### src/hw/rtl/olp_pkg.sv
// ----------------------------------------------------------------------------
// olp_pkg
// Types, codes and helpers shared by the octilinear line plotter modules.
// ----------------------------------------------------------------------------
package olp_pkg;

  localparam int GRID_DEFAULT = 128;
  localparam int COORD_W      = 7;
  localparam int COUNT_W      = 16;
  localparam logic [COUNT_W-1:0] COUNT_MAX = '1;

  // Input item operation codes
  typedef enum logic [1:0] {
    OP_START = 2'd0,
    OP_DRAW  = 2'd1,
    OP_READ  = 2'd2,
    OP_NOP   = 2'd3
  } op_e_t;

  // Commands from controller to datapath
  typedef struct packed {
    logic clr_wr;      // write zero at clear pointer, advance it
    logic load_item;   // capture input item
    logic start_plot;  // begin stroke, plot its point
    logic draw_begin;  // segment ok: bump point count, cursor at last point
    logic draw_fail;   // segment bad: bump point count, set sticky error
    logic draw_step;   // plot cursor pixel, step or finish
    logic read_issue;  // launch canvas read
    logic resp_load;   // load output register
  } cmd_t;

  // Status from datapath to controller
  typedef struct packed {
    logic op_start;
    logic op_draw;
    logic op_read;
    logic err;
    logic oct_ok;
    logic at_target;
    logic clr_done;
    logic out_free;
  } sts_t;

  function automatic logic [COUNT_W-1:0] sat_inc(input logic [COUNT_W-1:0] v);
    return (v == COUNT_MAX) ? COUNT_MAX : v + 1'b1;
  endfunction

  function automatic logic [COORD_W-1:0] abs_diff(input logic [COORD_W-1:0] a,
                                                  input logic [COORD_W-1:0] b);
    return (a > b) ? a - b : b - a;
  endfunction

endpackage

### src/hw/rtl/olp_ctrl.sv
// ----------------------------------------------------------------------------
// olp_ctrl
// Sequencer: canvas clear, item decode, segment walk, read and response.
// ----------------------------------------------------------------------------
module olp_ctrl (
  input  logic          clk,
  input  logic          rst,
  input  logic          in_valid,
  output logic          in_ready,
  input  olp_pkg::sts_t sts,
  output olp_pkg::cmd_t cmd
);
  import olp_pkg::*;

  typedef enum logic [5:0] {
    S_CLEAR  = 6'b000001,
    S_IDLE   = 6'b000010,
    S_EXEC   = 6'b000100,
    S_DRAW   = 6'b001000,
    S_RDWAIT = 6'b010000,
    S_RESP   = 6'b100000
  } state_t;

  state_t state, state_next;

  assign in_ready = (state == S_IDLE);

  // Next state and command decode
  always_comb begin
    state_next = state;
    cmd        = '0;
    unique case (state)
      S_CLEAR: begin
        cmd.clr_wr = 1'b1;
        if (sts.clr_done) state_next = S_IDLE;
      end
      S_IDLE: begin
        if (in_valid) begin
          cmd.load_item = 1'b1;
          state_next    = S_EXEC;
        end
      end
      S_EXEC: begin
        if (sts.op_start && !sts.err) begin
          cmd.start_plot = 1'b1;
          state_next     = S_RESP;
        end else if (sts.op_draw && !sts.err) begin
          if (sts.oct_ok) begin
            cmd.draw_begin = 1'b1;
            state_next     = S_DRAW;
          end else begin
            cmd.draw_fail = 1'b1;
            state_next    = S_RESP;
          end
        end else if (sts.op_read) begin
          cmd.read_issue = 1'b1;
          state_next     = S_RDWAIT;
        end else begin
          state_next = S_RESP;
        end
      end
      S_DRAW: begin
        cmd.draw_step = 1'b1;
        if (sts.at_target) state_next = S_RESP;
      end
      S_RDWAIT: begin
        state_next = S_RESP;
      end
      S_RESP: begin
        if (sts.out_free) begin
          cmd.resp_load = 1'b1;
          state_next    = S_IDLE;
        end
      end
      default: begin
        state_next = S_IDLE;
      end
    endcase
  end

  always_ff @(posedge clk) begin
    if (rst) begin
      state <= S_CLEAR;
    end else begin
      state <= state_next;
    end
  end

endmodule

### config.mk
export PLATFORM = sky130hd
export DESIGN_NAME = olp_ctrl
export DESIGN_NICKNAME = d
export VERILOG_FILES = /design/src/hw/rtl/olp_pkg.sv /design/src/hw/rtl/olp_ctrl.sv
export SDC_FILE = /design/constraint.sdc
export NUM_CORES = 1
export LEC_CHECK = 0
export BUFFER_PORTS_ARGS = -buffer_cell sky130_fd_sc_hd__buf_2
export CAP_MARGIN = 20
export CORE_AREA = 2 2 39 41
export CTS_CLUSTER_SIZE = 25
export DETAILED_ROUTE_END_ITERATION = 6
export DIE_AREA = 0 0 41 43
export SLEW_MARGIN = 0
export SYNTH_ARGS = -nofsm -noshare
export SYNTH_HDL_FRONTEND = slang
export SYNTH_SLANG_ARGS = --single-unit
### constraint.sdc
create_clock -name clk -period 3.24 [get_ports clk]
set_input_delay 0.162 -clock clk [delete_from_list [all_inputs] [get_ports clk]]
set_output_delay 0.162 -clock clk [all_outputs]
set_load 0.02 [all_outputs]
# After elaboration in Yosys (flattened, before gate mapping)
# Index checks and enable logic that the tools add are counted.
dict set report totals {
  regBits 6
  input_bits 11
  out_inout_bits 9
  wordCells 40
}
dict set report classes {
  n_eq_ne 10
  mux 25
  reduce_logical 4
}
# cell n
set op_table {}
lappend op_table {{$mux W6} 8}
lappend op_table {{$pmux W6 S6} 1}
lappend op_table {{$mux W1} 13}
lappend op_table {{$ne A2 B2 Y1 const B} 4}
lappend op_table {{$eq A6 B1 Y1 const B} 1}
lappend op_table {{$eq A6 B2 Y1 const B} 1}
lappend op_table {{$eq A6 B3 Y1 const B} 1}
lappend op_table {{$eq A6 B4 Y1 const B} 1}
lappend op_table {{$eq A6 B5 Y1 const B} 1}
lappend op_table {{$eq A6 B6 Y1 const B} 1}
lappend op_table {{$mux W2} 2}
lappend op_table {{$reduce_and A4 Y1} 1}
lappend op_table {{$mux W3} 1}
lappend op_table {{$logic_and A1 B1 Y1} 2}
lappend op_table {{$logic_not A1 Y1} 1}

# Depth between registers and ports, before layout
# Gate-level depths: netlist of run 1.
dict set report logic_depth {
  word_depth 5
  depth_mapped 5
  mapped_depth_nobuf 5
}

# Least setup slack after synthesis of run 1
# No wires, ideal clock.
dict set report synth_timing {
  path_type {flip-flop to output port}
  startpoint {register state[3]}
  endpoint {output port cmd[6] (netlist name)}
  t_arrival_ns 1.859
  required_time_ns 3.078
  setup_slack_ns 1.219
  path_stages_with_launch 4
  path_buffers 0
  cell_sequence {dfxtp_1 > or4_4 > nor3b_1 > and2_1}
}
# element line_no
set synth_lines {}
lappend synth_lines {{start, declared} olp_ctrl.sv:24} ;# state_t state, state_next;
lappend synth_lines {{start signal, assigned} olp_ctrl.sv:85} ;# state <= state_next;
lappend synth_lines {{end, declared} olp_ctrl.sv:11} ;# output olp_pkg::cmd_t cmd

==> results of run 1 <==
## per-layer routing
layer  up-vias  global-route usage [%]  share of wire, %
li1        227                       -                 -
met1       189                    14.3                45
met2         7                    17.8                51
met3         2                    1.57               2.4
met4         0                    8.00               1.6
met5         -                       0                 0
## cells in the mapped netlist (2+ instances only)
cell	number	area, um^2
nor4_1	2	12.5
nand2b_1	2	12.5
dfxtp_1	6	120
nor3b_1	3	22.5
nand2_1	4	15.0
or4_4	2	22.5
nor3_2	2	20.0
inv_1	3	11.3
nor2_1	5	18.8
nor3_1	2	10.0
a21oi_1	4	20.0
## metrics by stage
step | worst slack, ns | power, mW | util, %
detailed placement | 1.34 | 0.156 | 37.8
CTS | 1.05 | 0.225 | 39.4
finish | 1.04 | 0.222 | 39.4
global route | 0.804 | 0.235 | 39.4
global placement | 1.39 | 0.156 | 37.8
floorplan | 1.22 | 0.135 | -
## power by group through the flow
stage | Clock (mW) | Combinational (mW) | Sequential [mW]
final | 0.0678 | 0.0656 | 0.0889
after global routing | 0.0726 | 0.0723 | 0.0902
after CTS | 0.0704 | 0.0660 | 0.0887
after detailed placement | 0 | 0.0657 | 0.0901
after global placement | 0 | 0.0657 | 0.0899
after floorplan | 0 | 0.0475 | 0.0872
## kinds of logic (layout without fill, tap and decap cells)
logic type             count (synthesis)  count (layout)  synth area share, %
and+or+nand+nor                       32              32                 52.8
AOI/OAI and AO/OA                      8               8                 15.0
DFF                                    6               6                 29.4
buffers and inverters                  3              25                 2.76
## final cells by class
class,instances,area (um^2)
clock buffers,3,22.5
well taps,16,20.0
repair buffers,19,95.1
fillers,140,838
flip-flops and latches,6,120
inverters,3,11.3
multi-input cells,40,277
## critical path, delay by kind of cell, from the launching register on
family,cells,cell delay [ns]
and+or+nand+nor,4,1.25
DFF,1,0.37
buffers and inverters,1,0.17
## worst min path at each step
stage	from	to	depth (start not counted)
floorplan	rst	state[5]	1
global placement	rst	state[3]	2
detailed placement	rst	state[5]	2
CTS	rst	state[5]	2
global route	rst	state[5]	2
finish	rst	state[5]	2
==> flow_summary.ini, run 1 <==
[clock_tree]
postCtsHoldBufs = 0
ctsResizeCount = 0
numCtsBuffers = 3
cts_setup_buffers = 0
cts_max_path_buffers = 2
clockRootBuffer = clkbuf_4
clk_pin_slew_ns = 0.04
clock_latency_ns = 0.24
h-tree-depth = 1
cts_tree = done
cts.sinks = 6

[sta]
hold_violations = 0
tightest_slew_ns = 0.455
fmax_mhz = 455
setup_viol = 0
slew_headroom_pct = 69.4
rsz0062_at_grt = false
drv_slew = 0
fin_crit_sh_pct = 67.8
holdWs_ns = 0.175
fin_tns_setup_ns = 0
layout_min_cycle_time_ns = 2.20
fin_worst_skew_ns = 0.000440

[final_layout]
top_register = state
final_common_cell = buf_2
final_cell_mix = buf_2, dfxtp_1, nor2_1
largest_register_ffs = 6
num-nets-final = 84
design_area_um2 = 546
syn2layout_area_growth_pct = 33.7
diodes = 0
reg.largest.list = state (6)
final_cell_count_no_fill = 87
layout-drive-gt1-share_pct = 42.3

[run]
cap_violations = 0

[setup_path]
critPathArrivalTime_ns = 2.03
required_ns = 3.08
rrSetupSlack_ns = 1.46
timing.rr.end = state[3]
cp_max_fo = 7
r2r.worst_path.cells = 5
start_kind = register
reg2reg_from = state[5]
worst_setup_path_end_kind = output port
endpoint = cmd[3]
slowest_delay_ns = 0.43
critical_path.slowest_cell = nor4_1
path_class = register to output port
cp-startpoint = state[5]
path_cells = nor4_1 -> nand3b_1 -> nor4b_1 -> nor2b_1 -> buf_2

[power]
peakVddDrop_mv = 0.217
p_seq_share_pct = 40.0
power_frac_comb_pct = 29.5
p_clk_share_pct = 30.5
power_density_nw_per_um2 = 407
leakagePower_nw = 0.253
switching_share_pct = 31.1
switching_power_uw = 69.2
p_int_uw = 153

[detailed_routing]
drtAntennaViolNets = 0
route.detailed.drc = 0
drt_iter0_markers = 4
wire_per_inst_um = 10.2
wl_um = 888
dr.pass1.iters = 4
vias = 425
viasPerCell = 4.89

[global_route]
gr-total-overflow = 0
grt_pass1_vias = 379
grt_util_all_layers_pct = 11.7
grt_max_degree = 8
grt_antenna_before_repair = 0
grt_pass1_wl_um = 1420

[floorplanning]
dieArea_um2 = 1760
rows = 14
coreArea_um2 = 1380
die_w_um = 41
io_pins = 20
die_h_um = 43
start_util_pct = 29.5

[yosys]
synth_flop_cell = dfxtp_1
syn-cell-area_um2 = 408
syn_nets = 60
syn_inst = 49
async_flop_share_pct = 0
synth_edf_count = 0
yosys_warnings = 0
synth_seq_area_share_pct = 29.4
synth.distinct_cells = 25
synth_seq_cells = 6
synth_area_per_cell_um2 = 8.32

[hold_path]
min_path_type = input port to register

[placement]
placed_area_um2 = 523
place_congestion = 0.689
dp_hpwl_um = 709
io_buffers = 19
dp.cells = 84

[status]
status = finished, final reports clean
No activity file was read; power rests on OpenSTA's default activity.
==> run 2, diff against run 1 <==
clock period = 2.1 ns   (was 3.24 ns; I/O delays follow)
==> run 2 against run 1 <==
Effect of this change: combinational power increased by 60%; register-to-register slack worse by 1.1 ns; hold slack worse by 0.069 ns; sequential share of layout area shrank 0.78 points; die area is the same; clock skew grew 0.0050 ns; critical path type unchanged.
==> flow_summary.ini, run 2 (synthesis results as in run 1) <==
[status]
status = finished, final reports clean

[final_layout]
nFillCells = 150
final_common_cell = buf_2
num-nets-final = 85
fin_util_pct = 40.9
final_cell_count_no_fill = 88
reg.largest.list = state (6)
layout-drive-gt1-share_pct = 45.8
syn2layout_area_growth_pct = 38.7
diodes = 0
top_register = state
design_area_um2 = 566
final_cell_mix = buf_2, dfxtp_1, nor2_1
largest_register_ffs = 6

[sta]
fin_crit_sh_pct = 93.9
fin_tns_setup_ns = 0
layout_min_cycle_time_ns = 1.97
slew_headroom_pct = 74.7
rsz0062_at_grt = false
hold_violations = 0
fin_ws_ns = 0.128
fin_worst_skew_ns = 0.00541
holdWs_ns = 0.106
setup_viol = 0
tightest_slew_ns = 0.379
fmax_mhz = 507
drv_slew = 0

[global_route]
grt_util_all_layers_pct = 14.0
grt_pass1_wl_um = 1640
gr-total-overflow = 0
grt_max_degree = 8
grt_antenna_before_repair = 0
grt_pass1_vias = 425

[power]
leakagePower_nw = 0.259
power_density_nw_per_um2 = 623
finalPower_uw = 352
peakVddDrop_mv = 0.212

[floorplanning]
die_h_um = 43
dieArea_um2 = 1760
die_w_um = 41
start_util_pct = 29.5
rows = 14
io_pins = 20
coreArea_um2 = 1380

[detailed_routing]
drt_iter0_markers = 10
wl_um = 1040
viasPerCell = 5.03
route.detailed.drc = 0
drtAntennaViolNets = 0
wire_per_inst_um = 11.8
vias = 443
dr.pass1.iters = 4

[clock_tree]
cts_tree = done
clock_latency_ns = 0.25
cts_setup_buffers = 0
cts_max_path_buffers = 2
cts.sinks = 6
clockRootBuffer = clkbuf_4
h-tree-depth = 1
postCtsHoldBufs = 0
numCtsBuffers = 3
ctsResizeCount = 0
clk_pin_slew_ns = 0.05

[setup_path]
cp_max_fo = 4
path_class = register to output port
start_kind = register
worst_setup_path_end_kind = output port
critPathArrivalTime_ns = 1.87
required_ns = 2.00

[placement]
placed_area_um2 = 531
post-place-ws_ns = 0.335
io_buffers = 19
dp.cells = 85
dp_hpwl_um = 806
place_congestion = 0.778

[run]
cap_violations = 0

[hold_path]
min_path_type = input port to register
[run 2: worst max-delay path: stages, from the launching register on]
cell     delay (ns)
dfxtp_1        0.33
or4_4          0.58
nor3b_1        0.38
and2_1         0.18
buf_2          0.15
[run 2: final timing paths]
check        cells past startpoint        to  startpoint  slack [ns]
min                              2  state[1]         rst        0.11
max reg2reg                      5  state[1]    state[5]        0.32
max                              4    cmd[6]    state[3]        0.13
min reg2reg                      2  state[1]    state[1]        0.56
[run 2: cell type report]
type                    count  area, um^2  share of cell area (%)
multi-input cells          40         289                    51.1
flip-flops and latches      6         120                    21.2
repair buffers             20         103                    18.1
clock buffers               3        22.5                    3.98
well taps                  16        20.0                    3.54
inverters                   3        11.3                    1.99
[run 2: layer usage]
metal | vias to the layer above | track usage (%) | wire [um]
met1 | 203 | 15.9 | 441
met3 | 2 | 1.57 | 27
li1 | 231 | - | -
met5 | - | 0 | 0
met2 | 7 | 21.6 | 557
met4 | 0 | 12.0 | 13
[run 2: where the power goes]
part	leakage (nW)	total [mW]	switching [mW]	internal, mW
Combinational	0.196	0.105	0.0544	0.0501
Sequential	0.0492	0.138	0.0149	0.123
Clock	0.0138	0.109	0.0446	0.0648
Total	0.259	0.352	0.114	0.238
==> run 3, diff against run 2 <==
CAP_MARGIN = not set   (was 20)
PLACE_DENSITY_LB_ADDON = 0.08   (was not set)
==> run 3 against run 2 <==
Effect of this change: hold slack better by 0.0034 ns; power down 2.3%; clock skew down 0.0022 ns; combinational power about the same; die area unchanged; final area unchanged; largest power group unchanged.
==> flow_summary.ini, run 3 (synthesis results as in run 1) <==
[setup_path]
critPathArrivalTime_ns = 1.87
cp-startpoint = state[3]
slowest_delay_ns = 0.58
path_cells = or4_4 -> nor3b_1 -> and2_1 -> buf_2
crit_buf_inv = 1
cp_num_cells = 4
required_ns = 2.00
r2r.worst_path.cells = 5
cp_top_family = simple AND/OR/NAND/NOR gates
path_class = register to output port
start_kind = register
critical_path.slowest_cell = or4_4
rrSetupSlack_ns = 0.34
cp_max_fo = 4
worst_setup_path_end_kind = output port
endpoint = cmd[6]
timing.rr.end = state[5]
reg2reg_from = state[5]

[sta]
slew_headroom_pct = 74.0
layout_min_cycle_time_ns = 1.97
drv_slew = 0
fmax_mhz = 508
rsz0062_at_grt = false
hold_violations = 0
fin_tns_setup_ns = 0
tightest_slew_ns = 0.389
setup_viol = 0
fin_worst_skew_ns = 0.00323
fin_crit_sh_pct = 93.8

[status]
status = finished, final reports clean

[final_layout]
largest_register_ffs = 6
nFillCells = 157
fin_util_pct = 40.9
reg.largest.list = state (6)
final_common_cell = buf_2
multi_input_area_um2 = 289
syn2layout_area_growth_pct = 38.7
diodes = 0
layout-drive-gt1-share_pct = 45.8
final_cell_mix = buf_2, dfxtp_1, nor2_1
regArea_um2 = 120
num-nets-final = 85
top_register = state

[hold_path]
min_path_type = input port to register

[global_route]
grt_antenna_before_repair = 0
grt_max_degree = 8
grt_util_all_layers_pct = 12.6
grt_pass1_wl_um = 1490
grt_pass1_vias = 372
gr-total-overflow = 0

[placement]
io_buffers = 19
place_congestion = 0.679
dp_hpwl_um = 782

[clock_tree]
cts.sinks = 6
cts_tree = done
clock_latency_ns = 0.24
clockRootBuffer = clkbuf_4
postCtsHoldBufs = 0
numCtsBuffers = 3
cts_max_path_buffers = 2
clk_pin_slew_ns = 0.05
h-tree-depth = 1

[floorplanning]
die_h_um = 43
dieArea_um2 = 1760
io_pins = 20
rows = 14
start_util_pct = 29.5
die_w_um = 41
coreArea_um2 = 1380

[detailed_routing]
routed-wl-met2_um = 414
wire_per_inst_um = 10.8
top_layer_used = met4
vias = 424
viasPerCell = 4.82
route.detailed.drc = 0
drt_iter0_markers = 1
dr_wl_met3_um = 44
route.layer.met1.wl_um = 477
wl_um = 947
drtAntennaViolNets = 0
dr.pass1.iters = 2

[power]
power_density_nw_per_um2 = 608
peakVddDrop_mv = 0.361
leakagePower_nw = 0.259

[run]
cap_violations = 0
-- run 3: per-layer routing --
metal  up-vias  track usage (%)
li1        227                -
met1       184             16.2
met2        11             17.8
met3         2             3.14
met4         0             8.00
met5         -                0
-- run 3: timing repair --
item                                    4_1_cts  5_1_grt
buffers inserted                              0        0
gates resized for setup                       0        2
endpoints found under the setup margin        0        2
-- run 3: power breakdown --
| part | internal [mW] | switching, mW | total (mW) |
|---|---|---|---|
| clock network | 0.0645 | 0.0390 | 0.104 |
| logic | 0.0501 | 0.0531 | 0.103 |
| registers | 0.123 | 0.0140 | 0.137 |
| total | 0.238 | 0.106 | 0.344 |
-- run 3: layout make-up --
cell class,instances,area share (%)
Timing Repair Buffer,20,18.1
Inverter,3,1.99
Tap cell,16,3.54
Multi-Input combinational cell,40,51.1
Sequential cell,6,21.2
Clock buffer,3,3.98
-- run 3: how the worst min path moves through the flow --
stage | endpoint | from | depth (start not counted) | slack (ns)
after floorplan | state[5] | rst | 1 | 0.17
after global placement | state[5] | rst | 2 | 0.36
after detailed placement | state[1] | rst | 2 | 0.36
after CTS | state[3] | rst | 2 | 0.1
after global routing | state[1] | rst | 2 | 0.10
final | state[3] | rst | 2 | 0.11
-- run 3: metrics by stage --
step                      hold WS, ns  total power [mW]  instances  worst slack [ns]  area, um^2
after floorplan                 0.173             0.208         49             0.136         408
after global placement          0.359             0.243         85             0.318         531
after detailed placement        0.357             0.242         85             0.343         531
after CTS                      0.0982             0.350         88            0.0876         553
after global routing            0.103             0.369         88            0.0386         566
final                           0.110             0.344         88             0.130         566
-- run 3: worst register-to-register path, delay by kind of cell, from the launching register on --
family           cells  cell delay [ns]
flip-flops           1             0.36
AND/OR/NAND/NOR      4             1.16
AO/OA/AOI/OAI        1             0.12
